===== config.mk =====
export PLATFORM = sky130hd
export DESIGN_NAME = cup_station_drain_sequencer
export DESIGN_NICKNAME = d
export VERILOG_FILES = /design/src/csds_pkg.sv /design/src/csds_lane.sv /design/src/csds_merge.sv /design/src/cup_station_drain_sequencer.sv
export SDC_FILE = /design/constraint.sdc
export NUM_CORES = 1
export LEC_CHECK = 0
export ABC_AREA = 1
export BUFFER_PORTS_ARGS = -buffer_cell sky130_fd_sc_hd__clkbuf_2
export CAP_MARGIN = 20
export CORE_MARGIN = 2
export CORE_UTILIZATION = 60
export DETAILED_ROUTE_END_ITERATION = 16
export GPL_TIMING_DRIVEN = 0
export PLACE_DENSITY = 0.77
export SYNTH_ARGS = -nofsm -noshare
export SYNTH_HDL_FRONTEND = slang
export SYNTH_SLANG_ARGS = --single-unit

===== constraint.sdc =====
create_clock -name clk -period 12.24 [get_ports clk]
set_clock_uncertainty 0.1 [all_clocks]
set_input_delay 1.224 -clock clk [delete_from_list [all_inputs] [get_ports clk]]
set_output_delay 1.224 -clock clk [all_outputs]
set_load 0.01 [all_outputs]

===== src/csds_pkg.sv =====
`timescale 1ns / 1ps
`default_nettype none

package csds_pkg;

	// Build defaults
	localparam int CSDS_STATIONS = 3;
	localparam int SHOWN_STATIONS = 3;

	// Register map
	localparam logic [2:0] REG_WATER_WAIT = 3'd0;
	localparam logic [2:0] REG_DRY_CONFIRM = 3'd1;
	localparam logic [2:0] REG_CUP_IN = 3'd2;
	localparam logic [2:0] REG_CUP_OUT = 3'd3;
	localparam logic [2:0] REG_DRAW_AFTER = 3'd4;

	localparam logic [7:0] RST_WATER_WAIT = 8'd22;
	localparam logic [7:0] RST_DRY_CONFIRM = 8'd28;
	localparam logic [5:0] RST_CUP_IN = 6'd3;
	localparam logic [5:0] RST_CUP_OUT = 6'd5;
	localparam logic [7:0] RST_DRAW_AFTER = 8'd6;

	// Confirm counters at or above this are cleared before use
	localparam logic [5:0] COUNT_CLEAR_AT = 6'd60;

	// Reported stage codes
	localparam logic [1:0] PHASE_WAIT = 2'd0;
	localparam logic [1:0] PHASE_RUN = 2'd1;
	localparam logic [1:0] PHASE_END = 2'd2;
	localparam logic [1:0] PHASE_DRAIN = 2'd3;

	typedef enum logic [3:0] {
		STG_WAIT  = 4'b0001,
		STG_RUN   = 4'b0010,
		STG_END   = 4'b0100,
		STG_DRAIN = 4'b1000
	} stage_t;

	typedef struct packed {
		logic [7:0] water_wait_ticks;
		logic [7:0] dry_confirm_ticks;
		logic [5:0] cup_in_confirm;
		logic [5:0] cup_out_confirm;
		logic [7:0] draw_after_removal_ticks;
	} cfg_t;

	typedef struct packed {
		logic       scan_tick;
		logic [2:0] cup_present;
		logic [2:0] water_present;
	} in_item_t;

	typedef struct packed {
		logic [2:0] pump_on;
		logic [2:0] drain_pulse;
		logic [2:0] green_led;
		logic [2:0] red_led;
		logic [1:0] phase_a;
		logic [1:0] phase_b;
		logic [1:0] phase_c;
	} out_item_t;

	// What one station reports after the transfer
	typedef struct packed {
		logic       pump;
		logic       pulse;
		logic       green;
		logic       red;
		logic [1:0] phase;
	} lane_out_t;

endpackage

`default_nettype wire


===== src/csds_lane.sv =====
`timescale 1ns / 1ps
`default_nettype none

module csds_lane (
	input  wire logic               clk,
	input  wire logic               arst_n,
	input  wire logic               step,
	input  wire logic               tick,
	input  wire logic               cup,
	input  wire logic               water,
	input  wire csds_pkg::cfg_t     cfg,
	output csds_pkg::lane_out_t     view
);
	import csds_pkg::*;

	typedef struct packed {
		logic [5:0] cnt;
		logic       hit;
	} conf_res_t;

	function automatic conf_res_t confirm_step(logic [5:0] cnt, logic match,
			logic [5:0] limit);
		conf_res_t r;
		logic [5:0] c;
		c = (cnt >= COUNT_CLEAR_AT) ? 6'd0 : cnt;
		r.hit = 1'b0;
		if (match) begin
			c = c + 6'd1;
			if (c >= limit) begin
				c = 6'd0;
				r.hit = 1'b1;
			end
		end
		r.cnt = c;
		return r;
	endfunction

	stage_t     stage_q, stage_n;
	logic [7:0] elapsed_q, elapsed_n;
	logic       window_q, window_n;
	logic [7:0] dry_q, dry_n;
	logic       seen_q, seen_n;
	logic [5:0] in_cnt_q, in_cnt_n;
	logic [5:0] out_cnt_q, out_cnt_n;
	logic       pump_q, pump_n;
	logic       green_q, green_n;
	logic       red_q, red_n;
	logic       pulse_n;
	logic       stop;
	conf_res_t  place_r, rm_run_r, rm_end_r;

	// Stages fall through in order within one tick
	always_comb begin
		stage_n   = stage_q;
		elapsed_n = elapsed_q;
		window_n  = window_q;
		dry_n     = dry_q;
		seen_n    = seen_q;
		in_cnt_n  = in_cnt_q;
		out_cnt_n = out_cnt_q;
		pump_n    = pump_q;
		green_n   = green_q;
		red_n     = red_q;
		pulse_n   = 1'b0;
		stop      = 1'b0;
		place_r   = '0;
		rm_run_r  = '0;
		rm_end_r  = '0;

		if (elapsed_n != 8'hFF) begin
			elapsed_n = elapsed_n + 8'd1;
		end

		if (stage_n == STG_WAIT) begin
			green_n = 1'b1;
			place_r = confirm_step(in_cnt_n, cup, cfg.cup_in_confirm);
			in_cnt_n = place_r.cnt;
			if (place_r.hit) begin
				stage_n   = STG_RUN;
				green_n   = 1'b0;
				elapsed_n = 8'd0;
				window_n  = 1'b0;
			end
		end

		if (stage_n == STG_RUN) begin
			red_n  = 1'b1;
			pump_n = 1'b1;
			if (elapsed_n >= cfg.water_wait_ticks && !window_n) begin
				elapsed_n = 8'd0;
				window_n  = 1'b1;
			end
			if (!water) begin
				dry_n = dry_n + 8'd1;
				if (dry_n >= cfg.dry_confirm_ticks) begin
					seen_n = 1'b0;
					dry_n  = 8'd0;
				end
			end else begin
				seen_n = 1'b1;
				dry_n  = 8'd0;
			end
			// removal is only counted when the dry stop does not already hold
			if (!seen_n && window_n) begin
				stop = 1'b1;
			end else begin
				rm_run_r  = confirm_step(out_cnt_n, !cup, cfg.cup_out_confirm);
				out_cnt_n = rm_run_r.cnt;
				stop      = rm_run_r.hit;
			end
			if (stop) begin
				window_n = 1'b1;
				stage_n  = STG_END;
				red_n    = 1'b0;
				pump_n   = 1'b0;
				pulse_n  = 1'b1;
			end else begin
				window_n = 1'b0;
			end
		end

		if (stage_n == STG_END) begin
			window_n  = 1'b0;
			green_n   = !green_n;
			red_n     = !red_n;
			rm_end_r  = confirm_step(out_cnt_n, !cup, cfg.cup_out_confirm);
			out_cnt_n = rm_end_r.cnt;
			if (rm_end_r.hit) begin
				stage_n   = STG_DRAIN;
				red_n     = 1'b0;
				green_n   = 1'b0;
				elapsed_n = 8'd0;
			end
		end

		if (stage_n == STG_DRAIN) begin
			if (elapsed_n <= cfg.draw_after_removal_ticks) begin
				red_n  = !red_n;
				pump_n = 1'b1;
			end else begin
				stage_n   = STG_WAIT;
				pump_n    = 1'b0;
				red_n     = 1'b0;
				green_n   = 1'b0;
				elapsed_n = 8'd0;
			end
		end
	end

	always_ff @(posedge clk or negedge arst_n) begin
		if (!arst_n) begin
			stage_q   <= STG_WAIT;
			elapsed_q <= 8'd0;
			window_q  <= 1'b0;
			dry_q     <= 8'd0;
			seen_q    <= 1'b1;
			in_cnt_q  <= 6'd0;
			out_cnt_q <= 6'd0;
			pump_q    <= 1'b0;
			green_q   <= 1'b0;
			red_q     <= 1'b0;
		end else if (step && tick) begin
			stage_q   <= stage_n;
			elapsed_q <= elapsed_n;
			window_q  <= window_n;
			dry_q     <= dry_n;
			seen_q    <= seen_n;
			in_cnt_q  <= in_cnt_n;
			out_cnt_q <= out_cnt_n;
			pump_q    <= pump_n;
			green_q   <= green_n;
			red_q     <= red_n;
		end
	end

	stage_t view_stage;

	// Post-transfer view: stepped state on a tick, held state otherwise
	always_comb begin
		view_stage = tick ? stage_n : stage_q;
		view.pump  = tick ? pump_n : pump_q;
		view.green = tick ? green_n : green_q;
		view.red   = tick ? red_n : red_q;
		view.pulse = tick & pulse_n;
		unique case (view_stage)
			STG_WAIT:  view.phase = PHASE_WAIT;
			STG_RUN:   view.phase = PHASE_RUN;
			STG_END:   view.phase = PHASE_END;
			STG_DRAIN: view.phase = PHASE_DRAIN;
			default:   view.phase = PHASE_WAIT;
		endcase
	end

endmodule

`default_nettype wire


===== src/csds_merge.sv =====
`timescale 1ns / 1ps
`default_nettype none

module csds_merge #(
	parameter int STATIONS = csds_pkg::CSDS_STATIONS
) (
	input  wire logic                                clk,
	input  wire logic                                arst_n,
	input  wire logic                                push,
	input  wire csds_pkg::lane_out_t [STATIONS-1:0]  lanes,
	output logic                                     full,
	output logic                                     out_valid,
	input  wire logic                                out_stall,
	output csds_pkg::out_item_t                      out_data
);
	import csds_pkg::*;

	localparam int NSHOW = (STATIONS < SHOWN_STATIONS) ? STATIONS : SHOWN_STATIONS;

	out_item_t                       item;
	logic [SHOWN_STATIONS-1:0]       pump_b, pulse_b, green_b, red_b;
	logic [SHOWN_STATIONS-1:0][1:0]  phase_b;

	// Gather the shown stations; absent ones read as zero
	always_comb begin
		pump_b  = '0;
		pulse_b = '0;
		green_b = '0;
		red_b   = '0;
		phase_b = '0;
		for (int s = 0; s < NSHOW; s++) begin
			pump_b[s]  = lanes[s].pump;
			pulse_b[s] = lanes[s].pulse;
			green_b[s] = lanes[s].green;
			red_b[s]   = lanes[s].red;
			phase_b[s] = lanes[s].phase;
		end
		item.pump_on     = pump_b;
		item.drain_pulse = pulse_b;
		item.green_led   = green_b;
		item.red_led     = red_b;
		item.phase_a     = phase_b[0];
		item.phase_b     = phase_b[1];
		item.phase_c     = phase_b[2];
	end

	// Two-entry output buffer: head register plus skid
	logic      head_valid_q, skid_valid_q;
	out_item_t head_q, skid_q;
	logic      take;

	assign take      = head_valid_q && !out_stall;
	assign full      = skid_valid_q;
	assign out_valid = head_valid_q;
	assign out_data  = head_q;

	always_ff @(posedge clk or negedge arst_n) begin
		if (!arst_n) begin
			head_valid_q <= 1'b0;
			skid_valid_q <= 1'b0;
		end else if (skid_valid_q) begin
			if (take) begin
				skid_valid_q <= 1'b0;
			end
		end else if (push) begin
			if (head_valid_q && !take) begin
				skid_valid_q <= 1'b1;
			end else begin
				head_valid_q <= 1'b1;
			end
		end else if (take) begin
			head_valid_q <= 1'b0;
		end
	end

	always_ff @(posedge clk) begin
		if (skid_valid_q) begin
			if (take) begin
				head_q <= skid_q;
			end
		end else if (push) begin
			if (head_valid_q && !take) begin
				skid_q <= item;
			end else begin
				head_q <= item;
			end
		end
	end

endmodule

`default_nettype wire


===== src/cup_station_drain_sequencer.sv =====
`timescale 1ns / 1ps
`default_nettype none

// Cup station drain sequencer: STATIONS stations, one lane each, stepped together
// on every input transfer marked scan_tick; items without the mark only report.
// One item is taken per clock while in_stall is low; its result is registered.
// Each lane steps its whole stage sequence in that transfer. Results leave via a
// two-entry output buffer, so in_stall rises only when both entries hold
// undelivered results. Registers are written over the cfg channel (cfg_ready is
// always high, index 0 water_wait_ticks, 1 dry_confirm_ticks, 2 cup_in_confirm,
// 3 cup_out_confirm, 4 draw_after_removal_ticks, higher indexes ignored) and
// should only be written while the block is idle. Stations from number three up
// see no cup and no water and are not reported.

module cup_station_drain_sequencer #(
	parameter int STATIONS = csds_pkg::CSDS_STATIONS
) (
	input  wire logic                 clk,
	input  wire logic                 arst_n,
	input  wire logic                 in_valid,
	output logic                      in_stall,
	input  wire csds_pkg::in_item_t   in_data,
	output logic                      out_valid,
	input  wire logic                 out_stall,
	output csds_pkg::out_item_t       out_data,
	input  wire logic                 cfg_valid,
	output logic                      cfg_ready,
	input  wire logic [2:0]           cfg_index,
	input  wire logic [7:0]           cfg_data
);
	import csds_pkg::*;

	cfg_t                     cfg_q;
	logic                     accept;
	logic                     buf_full;
	lane_out_t [STATIONS-1:0] lane_view;

	assign cfg_ready = 1'b1;
	assign in_stall  = buf_full;
	assign accept    = in_valid && !buf_full;

	// Configuration registers
	always_ff @(posedge clk or negedge arst_n) begin
		if (!arst_n) begin
			cfg_q.water_wait_ticks         <= RST_WATER_WAIT;
			cfg_q.dry_confirm_ticks        <= RST_DRY_CONFIRM;
			cfg_q.cup_in_confirm           <= RST_CUP_IN;
			cfg_q.cup_out_confirm          <= RST_CUP_OUT;
			cfg_q.draw_after_removal_ticks <= RST_DRAW_AFTER;
		end else if (cfg_valid && cfg_ready) begin
			unique case (cfg_index)
				REG_WATER_WAIT:  cfg_q.water_wait_ticks         <= cfg_data;
				REG_DRY_CONFIRM: cfg_q.dry_confirm_ticks        <= cfg_data;
				REG_CUP_IN:      cfg_q.cup_in_confirm           <= cfg_data[5:0];
				REG_CUP_OUT:     cfg_q.cup_out_confirm          <= cfg_data[5:0];
				REG_DRAW_AFTER:  cfg_q.draw_after_removal_ticks <= cfg_data;
				default: ;
			endcase
		end
	end

	// One lane per station; stations beyond the sensor bits see nothing
	for (genvar s = 0; s < STATIONS; s++) begin : g_lane
		logic cup_s, water_s;
		if (s < SHOWN_STATIONS) begin : g_wired
			assign cup_s   = in_data.cup_present[s];
			assign water_s = in_data.water_present[s];
		end else begin : g_blind
			assign cup_s   = 1'b0;
			assign water_s = 1'b0;
		end
		csds_lane u_lane (
			.clk    (clk),
			.arst_n (arst_n),
			.step   (accept),
			.tick   (in_data.scan_tick),
			.cup    (cup_s),
			.water  (water_s),
			.cfg    (cfg_q),
			.view   (lane_view[s])
		);
	end

	// Merge the lanes into one result and buffer it
	csds_merge #(
		.STATIONS (STATIONS)
	) u_merge (
		.clk       (clk),
		.arst_n    (arst_n),
		.push      (accept),
		.lanes     (lane_view),
		.full      (buf_full),
		.out_valid (out_valid),
		.out_stall (out_stall),
		.out_data  (out_data)
	);

endmodule

`default_nettype wire

==> impl_metrics.ini <==
[outcome]
outcome = complete, no violations

[routing]
routed_wl_um = 36600
wire_per_inst_um = 15.3
first_pass_iters = 8
remaining_drc_errors = 0
dr_total_vias = 13300
ant_nets = 0
via_per_inst = 5.59
drt_iter0_markers = 1084

[hold_path]
hold_path_class = reg -> reg

[synth]
yosys.area.top_type = dfrtp_1
synth_edf_count = 36
postSynthCellCount = 1990
synth_cell_types = 61
synth_nets = 2154
ys_ff_latch = 185
synthArstFlopShare_pct = 80.5
ys.flop_type = dfrtp_1
syn_avg_cell_area_um2 = 7.21
ys.warnings.count = 0
synth_top_cell_area_share_pct = 22.9
synthTopCellsByArea = dfrtp_1, nand2_1, ha_1, inv_1, edfxtp_1
synth.yosys.seq_area_share_pct = 33.7
synthesis.area_mm2 = 0.0143

[setup_path]
max_stage_delay_ns = 0.71
worst_path_most_repeated_cell = nand2_1
worstPathRequired_ns = 12.47
cp_max_fo = 10
critical_path_arrival_ns = 10.44
setup.worst_path.start_class = flop
crit_path_end_kind = flop
critical_path_class = reg -> reg
slowest_stage = nor4_1

[final_layout]
final_common_cell = nand2_1
syn2layout_area_growth_pct = 8.84
antenna_cells = 0
drive_gt1_share_pct = 8.09
design_area_mm2 = 0.0156
nNetsFinal = 2216
most-common-layout-cells = nand2_1, inv_1, nor2_1

[global_route]
grt_pass1_vias = 12500
grt_overflow_total = 0
grt_pass1_wl_um = 60000
antenna_found_initial = 0
grt_usage_pct = 30.0
grt_max_degree = 97

[sta]
fmax_ghz = 0.0979
min_period_ns = 10.22
relSlewSlack_pct = 36.8
report.final.slew_viol_count = 0
setup_violations = 0
finalCritPeriodShare_pct = 83.5
rsz0062_at_grt = false
setup_tns_ns = 0
finalHoldWorstSlack_ns = 0.385
hold_viol = 0
setup_slack_ns = 2.02
max_slew.worst_pin.slew_ns = 0.939

[cts]
htree_levels = 4
cts_sinks = 185
ctsHoldBuffers = 0
insertion_delay_ns = 0.44
ctsResizeCount = 0
cts_tree = yes
cts_root_buffer = clkbuf_16
clk_path_buf_depth = 2
clk_pin_slew_ns = 0.08
cts_setup_buffers = 0
numCtsBuffers = 17

[placed_design]
place_area_mm2 = 0.0150
post-place-ws_ns = 2.29
portBuffers = 39
hpwl_um = 27600
place.gp.congestion = 0.969

[power_and_ir_drop]
p_leak_nw = 8.18
p_per_area_mw_per_mm2 = 236
ir_drop_mv = 0.117
total_power_mw = 3.69

[floorplan]
core-area_mm2 = 0.0235
start_util_pct = 61.1
rows = 56
io_pins = 44
die_area_mm2 = 0.0252
die_w_um = 159
die_y_um = 159

[run]
max_cap_violations = 0
## synth_stat cells, types with 6 or more instances
cell type / count
or2_2: 8
nand3_1: 101
inv_2: 8
ha_1: 141
a22oi_1: 11
dfstp_2: 18
nand4_1: 29
o2111ai_1: 6
nand2_1: 508
a21oi_1: 91
o32ai_1: 11
nor3_1: 32
dfrtp_1: 131
o21a_1: 9
clkbuf_1: 34
o21ai_1: 10
o22ai_1: 13
xor2_1: 42
o211ai_1: 11
inv_1: 327
nor2_1: 154
nand2_2: 15
nand3_2: 9
nor2_2: 6
edfxtp_1: 36
o21ai_0: 148
buf_2: 6
## layout make-up
type	instances	area [µm²]
multi-input cells	1420	8040
fillers	2027	7860
clock buffers	19	447
well taps	319	399
clock inverters	13	159
flip-flops and latches	185	4830
repair buffers	43	259
plain buffers	46	206
inverters	339	1270
## final timing paths
| check | start | to | slack (ns) | depth (start not counted) |
|---|---|---|---|---|
| min reg2reg | g_lane[1].u_lane.in_cnt_q[1]$_DFFE_PN0P_ | g_lane[1].u_lane.in_cnt_q[1]$_DFFE_PN0P_ | 0.39 | 2 |
| max reg2reg | g_lane[2].u_lane.in_cnt_q[5]$_DFFE_PN0P_ | g_lane[2].u_lane.elapsed_q[1]$_DFFE_PN0P_ | 2.02 | 61 |
| max in group asynchronous | arst_n | g_lane[0].u_lane.stage_q[0]$_DFFE_PN1P_ | 10.50 | 2 |
| max | g_lane[2].u_lane.in_cnt_q[5]$_DFFE_PN0P_ | g_lane[2].u_lane.elapsed_q[1]$_DFFE_PN0P_ | 2.02 | 61 |
| min in group asynchronous | arst_n | g_lane[2].u_lane.in_cnt_q[5]$_DFFE_PN0P_ | 0.74 | 1 |
| min | g_lane[1].u_lane.in_cnt_q[1]$_DFFE_PN0P_ | g_lane[1].u_lane.in_cnt_q[1]$_DFFE_PN0P_ | 0.39 | 2 |
## report_power, final
group | internal, mW | switching [mW] | total (mW)
sequential | 0.835 | 0.113 | 0.948
clock | 0.316 | 0.274 | 0.590
combinational | 0.743 | 1.40 | 2.15
total | 1.89 | 1.79 | 3.69
## kinds of logic after synthesis
group,synth area share [%]
AND/OR/NAND/NOR,26.4
buffers and inverters,10.3
AO/OA/AOI/OAI,14.5
flip-flops,33.7
adder cells (fa/ha/maj),12.3
XOR/XNOR,2.81
other,0.0261
## metal layers
layer / part of all wire (%) / global-route usage (%) / wire, µm / vias up
met4: 2.6 / 10.5 / 950 / 0
met5: 0 / 0 / 0 / -
met3: 6.0 / 4.38 / 2200 / 71
met2: 48 / 50.7 / 17600 / 434
met1: 43 / 39.4 / 15800 / 6186
li1: - / - / - / 6644
## worst max-delay path: cells and delay by family (launching register included)
| family | cells | cell delay [ns] |
|---|---|---|
| fa+ha+maj | 6 | 1.47 |
| xor+xnor | 2 | 0.49 |
| simple gates | 31 | 4.61 |
| flops | 1 | 0.37 |
| buf+inv | 14 | 1.82 |
| compound gates | 8 | 1.21 |
## state kept, by name, indices dropped and copies added (netlist names)
signal / flops
u_merge.out_data: 18
g_lane.u_lane.elapsed_q: 24
u_merge.out_valid: 1
g_lane.u_lane.window_q: 3
g_lane.u_lane.dry_q: 24
cfg_q: 36
g_lane.u_lane.stage_q: 12
g_lane.u_lane.red_q: 3
u_merge.full: 1
g_lane.u_lane.green_q: 3
g_lane.u_lane.out_cnt_q: 18
u_merge.skid_q: 18
g_lane.u_lane.seen_q: 3
g_lane.u_lane.pump_q: 3
g_lane.u_lane.in_cnt_q: 18
## through the flow
stage | instances | utilization (%)
2_1_floorplan | 1990 | -
3_3_place_gp | 2348 | 63.6
3_5_place_dp | 2350 | 63.8
4_1_cts | 2382 | 66.4
5_1_grt | 2384 | 66.5
6_report | 2384 | 66.5
(Power assumes the default switching activity.)
